## src/fpr_ram.sv

```systemverilog
// ----------------------------------------------------------------------------
// fpr_ram
// Generic single-write, single-read RAM with registered read data.
// ----------------------------------------------------------------------------
`default_nettype none

module fpr_ram #(
  parameter int WIDTH = 64,
  parameter int DEPTH = 32,
  localparam int AW   = (DEPTH > 1) ? $clog2(DEPTH) : 1
) (
  input  wire logic             clk,
  input  wire logic             we,
  input  wire logic [AW-1:0]    waddr,
  input  wire logic [WIDTH-1:0] wdata,
  input  wire logic [AW-1:0]    raddr,
  output logic      [WIDTH-1:0] rdata
);

  logic [WIDTH-1:0] mem [DEPTH];

  always_ff @(posedge clk) begin
    if (we) begin
      mem[waddr] <= wdata;
    end
    rdata <= mem[raddr];
  end

endmodule

`default_nettype wire

```

## config.mk

```make
export PLATFORM = sky130hd
export DESIGN_NAME = fpr_ram
export DESIGN_NICKNAME = d
export VERILOG_FILES = /design/src/fpr_ram.sv
export SDC_FILE = /design/constraint.sdc
export NUM_CORES = 2
export LEC_CHECK = 0
export BUFFER_PORTS_ARGS = -buffer_cell sky130_fd_sc_hd__clkbuf_2
export CORE_UTILIZATION = 40
export DETAILED_ROUTE_END_ITERATION = 12
export GPL_TIMING_DRIVEN = 0
export HOLD_SLACK_MARGIN = 0.05
export PLACE_DENSITY_LB_ADDON = 0.25
export SLEW_MARGIN = 40
export SYNTH_ARGS = -nofsm -noshare
export SYNTH_HDL_FRONTEND = slang
export SYNTH_SLANG_ARGS = --single-unit
```

## constraint.sdc

```tcl
create_clock -name clk -period 4.9 [get_ports clk]
set_input_delay 0.245 -clock clk [delete_from_list [all_inputs] [get_ports clk]]
set_output_delay 0.245 -clock clk [all_outputs]
set_load 0.02 [all_outputs]
```

Word level (Yosys, flattened, before mapping)
Memories as Yosys holds them, arrays and structs flattened. A register that Yosys moved wholly into a read port is not among the register bits.
Cells that the tools add are included.
- memories: 1
- output and inout port bits: 64
- input bits: 76
- logic and storage cells: 3
- register bits after elaboration: 0
- RAM bits: 2048
- muxes and demuxes: 2
- memory list (name ; words ; width ; read ports ; clocked after memory_dff ; write ports ; RTL line ; source):
    mem ; 32 ; 64 ; 1 ; 1 ; 1 ; 20 ; logic [WIDTH-1:0] mem [DEPTH];
- operators by type and width (operator ; count):
    $mux W1 ; 2

Logic depth before layout (Yosys ltp)
- word-level depth: 2
- depth in mapped cells: 9
- mapped depth without buffers: 4

Worst setup path after synthesis
OpenSTA, ideal clock, no wires.
- kind: input -> register
- start: in waddr[1]
- end: mem mem[12][0] (enable)
- buffers on the path: 1
- stages: 3
- required time: 4.414 ns
- library setup time: 0.486 ns
- path slack: 0.833 ns
- arrival: 3.581 ns
- path through: or3b_2 clkbuf_1 nor2_1
- RTL lines (what ; RTL line ; source):
    start, declared ; 14 ; input wire logic [AW-1:0] waddr,
    end, declared ; 20 ;
No word-level cell before the write port.

==> results_dict.tcl <==
set metrics [dict create \
    grt.met2_usage_pct 36.3 \
    syn_inst 3097 \
    power_density_nw_per_um2 405 \
    gp_congestion 0.711 \
    routed_wl_um 211000 \
    synthAdderAreaFrac_pct 0 \
    crit_arrival_ps 3280 \
    required_ps 5600 \
    cts_root_buf "clkbuf_16" \
    synth-edff-count 2048 \
    drive_gt1_share_pct 38.4 \
    grt_most_used_layer "met2" \
    die_y_um 446 \
    regToRegSetupSlack_ps 2960 \
    ys_types 31 \
    synthSimpleGateAreaFrac_pct 0.379 \
    first_pass_iters 5 \
    min_period_ps 2580 \
    rsz0062_at_grt "false" \
    tritoncts "built" \
    synth-compound-area-share_pct 0.466 \
    final_common_cell "edfxtp_1" \
    cap_violations 0 \
    io_buffers 135 \
    viasPerCell 5.60 \
    grtUsageTotal_pct 21.4 \
    vias 36600 \
    critPathMaxStageDelay_ps 660 \
    ys_warn_count 0 \
    clockBufferDepth 3 \
    fill_cells 15500 \
    ys_seq_elements 2112 \
    syn_avg_cell_area_um2 25.5 \
    setup.worst_path.end_class "register" \
    cp_num_buf_inv 4 \
    finalCritPeriodShare_pct 52.7 \
    hpwl_um 142000 \
    cts_resized 0 \
    synth-xor-area-share_pct 0 \
    clk_latency_ps 840 \
    gr-total-overflow 0 \
    cts_setup_buffers 0 \
    seq_area_frac_synth_pct 79.5 \
    maxSlewHeadroom_pct 42.1 \
    worstSetupPathType "input pin to register" \
    grt_pass1_vias 37200 \
    grt_first_pass_wirelength_um 293000 \
    htreeDepth 4 \
    place_inst 6059 \
    grt_use_met1_pct 28.1 \
    die_area_um2 199000 \
    grt_start_max_net_pins 33 \
    area_growth_syn_to_layout_pct 21.0 \
    die_x_um 446 \
    core.rowCount 162 \
    wire_per_inst_um 32.3 \
    synth_ff_type "edfxtp_1" \
    syn-num-nets 3173 \
    crit_top_cell "buf_2" \
    io_pins 140 \
    instances_no_fill 6536 \
    cp-start-kind "input pin" \
    start_util_pct 40.4 \
    yosys-mux-area-fraction_pct 18.7 \
    globalRouteMet3Util_pct 4.05 \
    finalHoldViolations 0 \
    core-area_um2 196000 \
    grt_antenna_before_repair 18 \
    slew_viol_final 0 \
    drc_errors 0 \
    async_flop_share_pct 0 \
    hold_path.class "input pin to register" \
    setup_tns_ps 0 \
    drtIter0Drc 4395 \
    netlist_area_um2 79000 \
    numClockSinks 2112 \
    nNetsFinal 3794 \
    clk_pin_slew_worst_paths_ps 60 \
    vdd_drop_max_v 0.000330 \
    skew_ps 25.4 \
    slowest_stage "buf_2" \
    timing.fmax_ghz 0.388 \
    critPathMaxFanout 10 \
    mostFrequentLayoutCells "edfxtp_1, mux4_2, clkbuf_16" \
    power_leakage_nw 30.3 \
    synth_top_family_by_area "multiplexers" \
    setup_viol 0 \
    cp_top_family "buffers and inverters" \
    critical_path.cell_chain "clkbuf_1, buf_2, buf_2, buf_2, mux4_2, mux2_2" \
    worst_pin_slew_ps 868 \
    drtAntennaViolNets 0 \
    cts_hold_buf 64 \
    numCtsBuffers 215 \
    status "finished, final reports clean" \
]
-- per-layer routing --
layer	routed length, um	vias to the layer above
met5	55	-
met4	5460	8
met3	14300	298
met2	108000	1453
met1	83500	20000
li1	-	14800
-- power breakdown --
part / internal, W / switching, W
sequential: 0.0201 / 0.0000625
combinational: 0.000861 / 0.00124
clock: 0.00943 / 0.00703
-- registers in the layout, indices dropped and copies added, names as in the netlist --
name / cells
rdata: 64
mem: 2048
-- cells in the mapped netlist (2+ instances only) --
library cell | count | area share [%]
nand3_1 | 2 | 0.013
a22oi_1 | 3 | 0.029
o211ai_1 | 3 | 0.029
edfxtp_1 | 2048 | 78
o221ai_1 | 3 | 0.033
nand2_1 | 3 | 0.014
clkbuf_1 | 55 | 0.26
mux4_2 | 602 | 17
nor2_1 | 41 | 0.19
nand2b_1 | 2 | 0.016
o21ai_0 | 9 | 0.057
a221oi_1 | 12 | 0.13
and2_1 | 3 | 0.024
buf_1 | 19 | 0.090
or3b_2 | 2 | 0.022
buf_6 | 3 | 0.043
dfxtp_1 | 64 | 1.6
o31a_1 | 3 | 0.033
o22ai_1 | 10 | 0.079
buf_2 | 65 | 0.41
a211oi_1 | 3 | 0.029
nand3b_1 | 5 | 0.048
buf_4 | 14 | 0.13
mux2_2 | 74 | 1.1
nor2b_1 | 4 | 0.032
mux2i_1 | 38 | 0.48
o2bb2ai_1 | 3 | 0.033
-- cells by family (layout without fill, tap and decap cells) --
family                 Yosys count  after routing
AO/OA/AOI/OAI                   50             50
buffers and inverters          157            968
flip-flops                    2112           2112
multiplexers                   714            714
other                            0              4
AND/OR/NAND/NOR                 64             64
-- layout make-up --
cell class	count	area, um^2	share of cell area [%]
clock inverters	127	1340	1.40
inverters	1	3.75	0.00393
multi-input cells	828	15700	16.4
plain buffers	156	813	0.851
diodes	4	10.0	0.0105
well taps	2624	3280	3.44
clock buffers	280	5790	6.06
repair buffers	404	5830	6.10
flip-flops and latches	2112	62800	65.7
-- stage by stage --
step           worst slack (ps)  instance area (um^2)  hold slack, ps  utilization [%]  power (W)
4_1_cts                    2360                 95500             128             48.8     0.0390
3_3_place_gp              -4410                 82900             663             42.4     0.0225
3_5_place_dp               1470                 87700             659             44.8     0.0226
6_report                   2320                 95500             189             48.8     0.0387
2_1_floorplan               833                 79000             344                -     0.0216
5_1_grt                    2320                 95500             188             48.8     0.0398
-- worst register-to-register path: cells and delay by family, from the launching register on --
kind	cells	cell delay, ps
DFF	1	370
muxes	3	1410
-- final timing paths --
check                 to         from  depth (start not counted)
max            rdata[54]     raddr[2]                          6
min          mem[17][47]     waddr[3]                          3
max reg2reg    rdata[58]  mem[30][58]                          3
min reg2reg    rdata[34]   mem[4][34]                          3
Note: power is estimated with default switching activity, not from simulation.
