### config.mk
export PLATFORM = sky130hd
export DESIGN_NAME = fpr_div
export DESIGN_NICKNAME = d
export VERILOG_FILES = /design/src/fpr_pkg.sv /design/src/fpr_div.sv
export SDC_FILE = /design/constraint.sdc
export NUM_CORES = 1
export LEC_CHECK = 0
export BUFFER_PORTS_ARGS = -buffer_cell sky130_fd_sc_hd__buf_2
export CORE_MARGIN = 5
export CORE_UTILIZATION = 35
export CTS_CLUSTER_DIAMETER = 40
export DETAILED_ROUTE_END_ITERATION = 10
export HOLD_SLACK_MARGIN = 0.08
export PLACE_DENSITY_LB_ADDON = 0.2
export SYNTH_ARGS = -nofsm -noshare
export SYNTH_HDL_FRONTEND = slang
export SYNTH_SLANG_ARGS = --single-unit
### constraint.sdc
create_clock -name clk -period 10.9 [get_ports clk]
set_input_delay 1.09 -clock clk [delete_from_list [all_inputs] [get_ports clk]]
set_output_delay 1.09 -clock clk [all_outputs]
set_load 0.03 [all_outputs]
### src/fpr_pkg.sv
// ----------------------------------------------------------------------------
// fpr_pkg
// Shared types and codes for the fixed-priority response-time block.
// ----------------------------------------------------------------------------
`default_nettype none

package fpr_pkg;

  // status of the shared divider, seen by the sequencer
  typedef struct packed {
    logic busy;
    logic done;
  } fpr_div_stat_t;

  // result status codes
  typedef enum logic [2:0] {
    ST_MET        = 3'd0,
    ST_MISSED     = 3'd1,
    ST_SKIPPED    = 3'd2,
    ST_ITER_LIMIT = 3'd3,
    ST_TABLE_FULL = 3'd4
  } status_t;

  // configuration register indexes (byte address = 4 * index)
  typedef enum logic [1:0] {
    REG_STOP_AFTER_MISS   = 2'd0,
    REG_TOLERANCE_PERCENT = 2'd1,
    REG_ITERATION_LIMIT   = 2'd2
  } reg_index_t;

endpackage

`default_nettype wire

### src/fpr_div.sv
// ----------------------------------------------------------------------------
// fpr_div
// Restoring divider, one quotient bit per cycle; flags a non-zero remainder.
// ----------------------------------------------------------------------------
`default_nettype none

module fpr_div #(
  parameter int W = 32
) (
  input  wire logic            clk,
  input  wire logic            rst,
  input  wire logic            start,
  input  wire logic [W-1:0]    dividend,
  input  wire logic [W-1:0]    divisor,
  output logic      [W-1:0]    quotient,
  output logic                 rem_nz,
  output fpr_pkg::fpr_div_stat_t stat
);

  localparam int CNTW = $clog2(W + 1);

  logic [W:0]      rem;
  logic [W-1:0]    quo;
  logic [W-1:0]    dvs;
  logic [CNTW-1:0] steps;
  logic            busy;
  logic            done;
  logic [W:0]      shifted;
  logic            fits;

  assign shifted = {rem[W-1:0], quo[W-1]};
  assign fits    = (shifted >= {1'b0, dvs});

  always_ff @(posedge clk) begin
    if (rst) begin
      busy  <= 1'b0;
      done  <= 1'b0;
      steps <= '0;
    end else begin
      done <= 1'b0;
      if (start) begin
        busy  <= 1'b1;
        steps <= CNTW'(W);
        rem   <= '0;
        quo   <= dividend;
        dvs   <= divisor;
      end else if (busy) begin
        rem   <= fits ? (shifted - {1'b0, dvs}) : shifted;
        quo   <= {quo[W-2:0], fits};
        steps <= steps - 1'b1;
        if (steps == CNTW'(1)) begin
          busy <= 1'b0;
          done <= 1'b1;
        end
      end
    end
  end

  assign quotient  = quo;
  assign rem_nz    = |rem;
  assign stat.busy = busy;
  assign stat.done = done;

endmodule

`default_nettype wire

### Word level (Yosys, flattened, before mapping)

Index checks and enable logic that the tools add are counted.

* output and inout port bits: 35
* register bits: 105
* logic and storage cells: 29
* input port bits: 67

* eq/ne operators: 1
* bitwise operators: 2
* add/sub/neg operators: 2
* magnitude comparators: 1
* reduce and logical (&&, ||, !) cells: 6
* muxes and demuxes: 10

Operators by type and width (number)
* $mux W33: 2
* $mux W32: 2
* $ge A33 B32 Y1: 1
* $reduce_or A33 Y1: 1
* $sub A33 B32 Y33: 1
* $mux W6: 2
* $eq A6 B1 Y1 const B: 1
* $sub A6 B1 Y6 const B: 1
* $mux W1: 4
* $reduce_and A2 Y1: 2
* $reduce_or A3 Y1: 1
* $not A1 Y1: 2
* $reduce_bool A2 Y1: 1
* $reduce_or A2 Y1: 1

### Depth between registers and ports, before layout

Gate-level depths: netlist of run 1.

* depth in word-level cells: 4
* gate-level depth with buffers: 14
* mapped depth without buffers: 13

### Worst setup path after synthesis of run 1

Ideal clock, no wire load.

* path kind: input-to-reg
* start: input start
* end: register quo[0] (netlist: quotient[0]), enable pin
* stages on the path: 4
* arrival time: 4526 ps
* data required time: 10412 ps
* path buffers: 2
* path slack: 5886 ps
* library setup time: 488 ps
* cell sequence: clkbuf_1 buf_1 nor2_1 nor2_1

* cells in the longest elaborated chain, start to end: 2

Ends and longest elaborated chain
* from (decl): line fpr_div.sv:12 `input wire logic start,`
* $reduce_bool A2 Y1 (no line)
* $reduce_and A2 Y1 (no line)
* to (signal assigned): line fpr_div.sv:45 `quo <= dividend;`
* to (signal assigned): line fpr_div.sv:49 `quo <= {quo[W-2:0], fits};`
* to (decl): line fpr_div.sv:23 `logic [W-1:0] quo;`

No other way between the ends.
A chain may end at the register's enable or synchronous reset.

### Worst setup path after layout of run 1

* start: register rem[23]
* end: register rem[14] (data pin)

* cells in the longest elaborated chain, start to end: 3

Ends and longest elaborated chain
* from (decl): line fpr_div.sv:22 `logic [W:0] rem;`
* from (signal assigned): line fpr_div.sv:48 `rem <= fits ? (shifted - {1'b0, dvs}) : shifted;`
* $ge A33 B32 Y1: line fpr_div.sv:32 `assign fits = (shifted >= {1'b0, dvs});`
* $mux W33: line fpr_div.sv:48
* $mux W33: line fpr_div.sv:47 `end else if (busy) begin`

No other way between the ends. The select of a mux whose other input is x is not followed.

==> results of run 1 <==
[routing by layer]
layer  up-vias  GRT usage (%)  wire [um]
li1       2177              -          -
met1      2090           17.5       6200
met2       137           22.9       6520
met3        14           4.64       1030
met4         2           5.25        242
met5         -              0          7
[cells in the mapped netlist (6+ instances only)]
cell type	number	area (um^2)
edfxtp_1	97	2910
nor2_1	52	195
inv_1	44	165
a21oi_1	37	185
nand2_1	35	131
ha_1	34	425
mux2_2	33	372
mux2i_1	20	200
xnor2_1	18	158
xor2_1	14	123
a21o_1	10	75.1
and3_1	9	56.3
o21ai_1	9	45.0
dfxtp_1	8	160
nor4_1	8	50.1
a211oi_2	7	87.6
nand3_1	7	35.0
nand2b_1	6	37.5
o21ai_0	6	30.0
[flip-flops by register name, summed over array words and instances (netlist names)]
signal / cells
done: 1
dvs: 32
rem: 33
busy: 1
quotient: 32
steps: 6
[logic make-up (layout without fill, tap and decap cells)]
group,Yosys count,count (layout)
XOR/XNOR,32,32
AO/OA/AOI/OAI,117,117
buffers and inverters,62,164
AND/OR/NAND/NOR,137,137
adder cells (fa/ha/maj),35,35
multiplexers,53,53
flip-flops,105,105
[worst min-delay path, delay by kind of cell (launching register included)]
| family | cells | cell delay [ps] |
|---|---|---|
| flops | 1 | 330 |
| simple gates | 1 | 70 |
| compound gates | 1 | 60 |
[worst max-delay path by stage]
stage,endpoint,slack [ps]
after floorplan,quotient[0],5890
after global placement,dvs[18],7300
after detailed placement,rem[7],7250
after CTS,rem[14],7210
after global routing,rem[16],6940
final,rem[14],7250
[power breakdown]
group          internal (uW)  total, uW  switching (uW)
clock network            209        375             165
logic                    130        314             185
registers                484        505            21.1
[layout make-up]
class,count,area (um^2),area share [%]
Clock buffer,9,225,3.13
Timing Repair Buffer,104,528,7.34
Tap cell,225,282,3.92
Multi-Input combinational cell,374,2800,38.9
Sequential cell,105,3070,42.7
Inverter,44,165,2.30
Clock inverter,7,119,1.65
[per-stage QoR]
stage                     cells  utilization (%)  instance area (um^2)  setup slack (ps)
after detailed placement    852             39.7                  6850              7250
after CTS                   868             41.7                  7190              7210
after global placement      852             39.7                  6850              7300
final                       868             41.7                  7190              7250
after global routing        868             41.7                  7190              6940
after floorplan             541                -                  6140              5890
==> impl_metrics.yaml, run 1 <==
run_status:
  outcome: "finished, final reports clean"
routing:
  via_count: 4420
  via_per_inst: 5.09
  dr.pass1.iters: 4
  drc: 0
  drt-initial-drc-count: 218
  ant_nets: 0
  wirelength_um: 14000
  drt-wirelength-per-cell_um: 16.1
sta:
  setup_tns_ps: 0
  setup_viol: 0
  tightest_slew_ps: 976
  hold_viol: 0
  fin_skew_ps: 10.2
  whs_ps: 505
  rsz0062_at_grt: "false"
  slew_headroom_pct: 34.8
  fmax_mhz: 274
  slew_violations: 0
  fin_crit_ps: 3650
  fin_crit_sh_pct: 33.5
yosys:
  synth_top_family_by_area: "compound AO/OA/AOI/OAI gates"
  syn-num-nets: 643
  synth-simple-area-share_pct: 10.4
  yosysSeqAreaShare_pct: 50.0
  yosys.area_share.xor_xnor_pct: 4.56
  synthArstFlopShare_pct: 0
  synthAdderAreaFrac_pct: 7.25
  yosysWarnings: 0
  synth_cell_types: 64
  muxShareOfSynthArea_pct: 9.31
  synthCells: 541
  synth_compound_area_share_pct: 13.8
  syn_area_per_cell_um2: 11.4
  synth_edf_count: 97
  ys.flop_type: "edfxtp_1"
  synth-seq-cells: 105
  synth_area_um2: 6140
worst_setup_path:
  start_kind: "flip-flop"
  crit_family: "compound AO/OA/AOI/OAI gates"
  cpPeakStageDelay_ps: 590
  cpMostUsedCell: "nor2_1"
  path_cells: "ha_1 > nand2_1 > o21ai_1 > nor2_1 > a21oi_1 > o41ai_4 > o21ai_2 > a21bo_1 > buf_4 > mux2i_1 > nor2_1"
  required_ps: 10980
  cp_num_cells: 11
  critPathKind: "reg -> reg"
  reg2reg_slack_ps: 7250
  endpoint_kind: "flip-flop"
  cp_slowest_cell: "a21bo_1"
  arrival_ps: 3730
  reg2reg_to: "rem[14]"
  critical_path.max_fanout: 23
  crit_buf_inv: 1
  rr_startpoint: "rem[23]"
  ff2ff_path_depth: 11
  worstSetupStartpoint: "rem[23]"
floorplan:
  die_area_um2: 20300
  start_util_pct: 35.6
  die_x_um: 142
  die_h_um: 142
  core-area_um2: 17200
  fp-row-count: 48
  io_pins: 102
run:
  maxCapViolations: 0
finish:
  drive_gt1_share_pct: 27.5
  fillers: 1683
  final_common_cell: "buf_2"
  final_nets: 740
  antenna_cells: 0
  layout_common_cells: "buf_2, edfxtp_1, nor2_1, inv_1, a21oi_1"
  syn_to_final_growth_pct: 17.1
hold_path:
  min_path_cells: 2
  holdCritPathClass: "reg -> reg"
  min_from: "steps[0]"
  min_to: "steps[0]"
pwr:
  ir_worst_vdd_v: 0.0000870
  total_power_uw: 1190
  powerDensity_nw_per_um2: 166
  power_leakage_uw: 0.00300
clocking:
  cts_inserted_buffers: 9
  cts_hold_buffers: 0
  path_clk_slew_ps: 80
  post_cts_resized: 0
  clock_latency_ps: 360
  cts.htree.levels: 3
  cts_tree: "yes"
  cts_root_buf: "clkbuf_16"
  cts_setup_buffers: 0
  clockBufferDepth: 2
  clock_sinks: 105
global_routing:
  grt_overflow: 0
  grt_pass1_wl_um: 23000
  grt_usage_pct: 14.1
  grt_pass1_vias: 4713
  grt_antenna_before_repair: 1
  grt_max_degree: 66
place:
  placement.io_buffers: 101
  gp_congestion: 0.881
  dpl.hpwl_um: 10300
(Power assumes the default switching activity.)
==> run 2, diff against run 1 <==
--- a/config.mk
+++ b/config.mk
@@ -5,6 +5,7 @@
 export SDC_FILE = /design/constraint.sdc
 export NUM_CORES = 1
 export LEC_CHECK = 0
+export ABC_AREA = 1
 export BUFFER_PORTS_ARGS = -buffer_cell sky130_fd_sc_hd__buf_2
 export CORE_MARGIN = 5
 export CORE_UTILIZATION = 35
==> constraint.sdc (replaced) <==
create_clock -name clk -period 3.05 [get_ports clk]
set_input_delay 0.305 -clock clk [delete_from_list [all_inputs] [get_ports clk]]
set_output_delay 0.305 -clock clk [all_outputs]
set_load 0.03 [all_outputs]
==> impl_metrics.yaml, run 2 <==
yosys:
  synth_top_cells_by_area: "edfxtp_1, nand2_1, inv_1"
  synthArstFlopShare_pct: 0
  synth_edf_count: 97
  synthTopCellsByCount: "nand2_1, inv_1, edfxtp_1, nor2_1, nand3_1"
  yosysWarnings: 0
  yosysSeqAreaShare_pct: 42.4
  synth-seq-cells: 105
  syn-num-nets: 1111
  synth_cell_types: 42
  ys.flop_type: "edfxtp_1"
  yosysMostFrequentCell: "nand2_1"
  synth_area_um2: 7260
  syn_area_per_cell_um2: 7.19
  yosysTopAreaCell: "edfxtp_1"
  synthCells: 1009
  synth_top_area_share_pct: 40.1
worst_setup_path:
  reg2reg_to: "quotient[0]"
  critPathKind: "reg -> reg"
  reg2reg_slack_ps: 450
  endpoint_kind: "flip-flop"
  start_kind: "flip-flop"
  required_ps: 3160
  worstSetupStartpoint: "rem[29]"
  ff2ff_path_depth: 8
  rr_startpoint: "rem[29]"
  critical_path.max_fanout: 24
  crit_end: "quotient[0]"
  arrival_ps: 2720
floorplan:
  die_x_um: 154
  core-area_um2: 20300
  fp-row-count: 52
  die_h_um: 154
  start_util_pct: 35.7
  die_area_um2: 23700
  io_pins: 102
finish:
  layout_common_cells: "nand2_1, inv_1, buf_2, edfxtp_1, nor2_1"
  drive_gt1_share_pct: 13.9
  fillers: 2165
  final_nets: 1208
  fin_cells: 1381
  antenna_cells: 0
  largest_reg_flops: 33
  top_register: "rem"
  syn_to_final_growth_pct: 15.2
  final_common_cell: "nand2_1"
clocking:
  post_cts_resized: 0
  cts_inserted_buffers: 9
  cts.htree.levels: 3
  path_clk_slew_ps: 100
  cts_hold_buffers: 0
  cts_root_buf: "clkbuf_16"
  clock_sinks: 105
  clock_latency_ps: 370
  cts_setup_buffers: 0
  clockBufferDepth: 2
  cts_tree: "yes"
pwr:
  powerDensity_nw_per_um2: 564
  power_frac_seq_pct: 39.5
  switchingPower_uw: 1840
  p_int_uw: 2870
  comb_power_share_pct: 33.6
  total_power_uw: 4710
  p_sw_share_pct: 39.2
  ir_worst_vdd_v: 0.000343
  pwr-share-clk_pct: 26.9
  power_leakage_uw: 0.00441
routing:
  dr.pass1.iters: 5
  drt-initial-drc-count: 398
  drt-wirelength-per-cell_um: 14.4
  ant_nets: 0
  drc: 0
  via_per_inst: 4.59
  via_count: 6338
  wirelength_um: 19900
global_routing:
  grt_pass1_wl_um: 31900
  grt_overflow: 0
  grt_pass1_vias: 6217
  grt_antenna_before_repair: 0
  grt_max_degree: 66
  grt_usage_pct: 16.7
sta:
  hold_viol: 0
  setup_viol: 0
  fin_skew_ps: 15.1
  slew_headroom_pct: 32.6
  slew_violations: 0
  whs_ps: 105
  setup_tns_ps: 0
  rsz0062_at_grt: "false"
  fin_crit_ps: 2600
  fmax_mhz: 384
  layout_setup_ws_ps: 445
  fin_crit_sh_pct: 85.4
  tightest_slew_ps: 1010
place:
  placement.io_buffers: 101
  pre_cts_ws_ps: 432
  dpl.hpwl_um: 15400
  gp_congestion: 0.929
  dp.cells: 1365
run_status:
  outcome: "finished, final reports clean"
hold_path:
  min_path_cells: 1
  holdCritPathClass: "in -> reg"
run:
  maxCapViolations: 0
run 2: cell count changes after synthesis, sizes merged, moves of 9 or more:
cell | before | now
a21o | 10 | 1
inv | 44 | 206
nand4 | 3 | 19
mux2i | 20 | 0
nand3 | 7 | 43
nand2 | 36 | 410
xor2 | 14 | 0
nor2 | 53 | 67
mux2 | 33 | 0
o21ai | 18 | 40
xnor2 | 18 | 0
a21oi | 42 | 32
run 2: metrics by stage:
stage,cell area [um^2],util [%]
after floorplan,7260,-
after global placement,8030,39.6
after detailed placement,8030,39.6
after CTS,8360,41.2
after global routing,8360,41.2
final,8360,41.2
run 2: kinds of logic after synthesis:
group,share of synthesized area [%]
simple gates,33.3
buf+inv,12.4
flops,42.4
compound gates,5.81
fa+ha+maj,6.14
run 2: worst min path at each step:
stage          slack (ps)       to        start
2_1_floorplan         400   dvs[0]   divisor[0]
3_3_place_gp          480  dvs[29]  divisor[29]
3_5_place_dp          480  dvs[27]  divisor[27]
4_1_cts               100  dvs[21]  divisor[21]
5_1_grt                90  dvs[21]  divisor[21]
6_report              110  dvs[21]  divisor[21]
run 2: cell type report:
type	count	area, um^2	area share, %
Multi-Input combinational cell	679	3300	39.5
Sequential cell	105	3070	36.8
Inverter	206	773	9.25
Timing Repair Buffer	105	548	6.56
Tap cell	270	338	4.04
Clock buffer	9	225	2.70
Clock inverter	7	96.3	1.15
run 2: worst max-delay path, cell delays in order, from the launching register on:
cell and delay, ps:
edfxtp_1 430, ha_1 390, inv_1 100, o21bai_1 120, a21boi_1 240, nand2_1 140
a21oi_4 250, nand4_4 430, o21a_1 260
run 2: per-layer routing:
metal	global-route usage [%]	share of wire (%)	vias to the layer above
li1	-	-	3339
met3	4.41	5.8	17
met2	26.6	44	145
met4	3.32	1.3	0
met5	0	0	-
met1	23.0	49	2837
run 2: power groups by stage:
stage                     combinational, uW  clock [uW]  sequential (uW)
after floorplan                        1090           0             1940
after global placement                 1570           0             1890
after detailed placement               1580           0             1890
after CTS                              1590        1300             1860
after global routing                   1800        1360             1880
final                                  1580        1270             1860
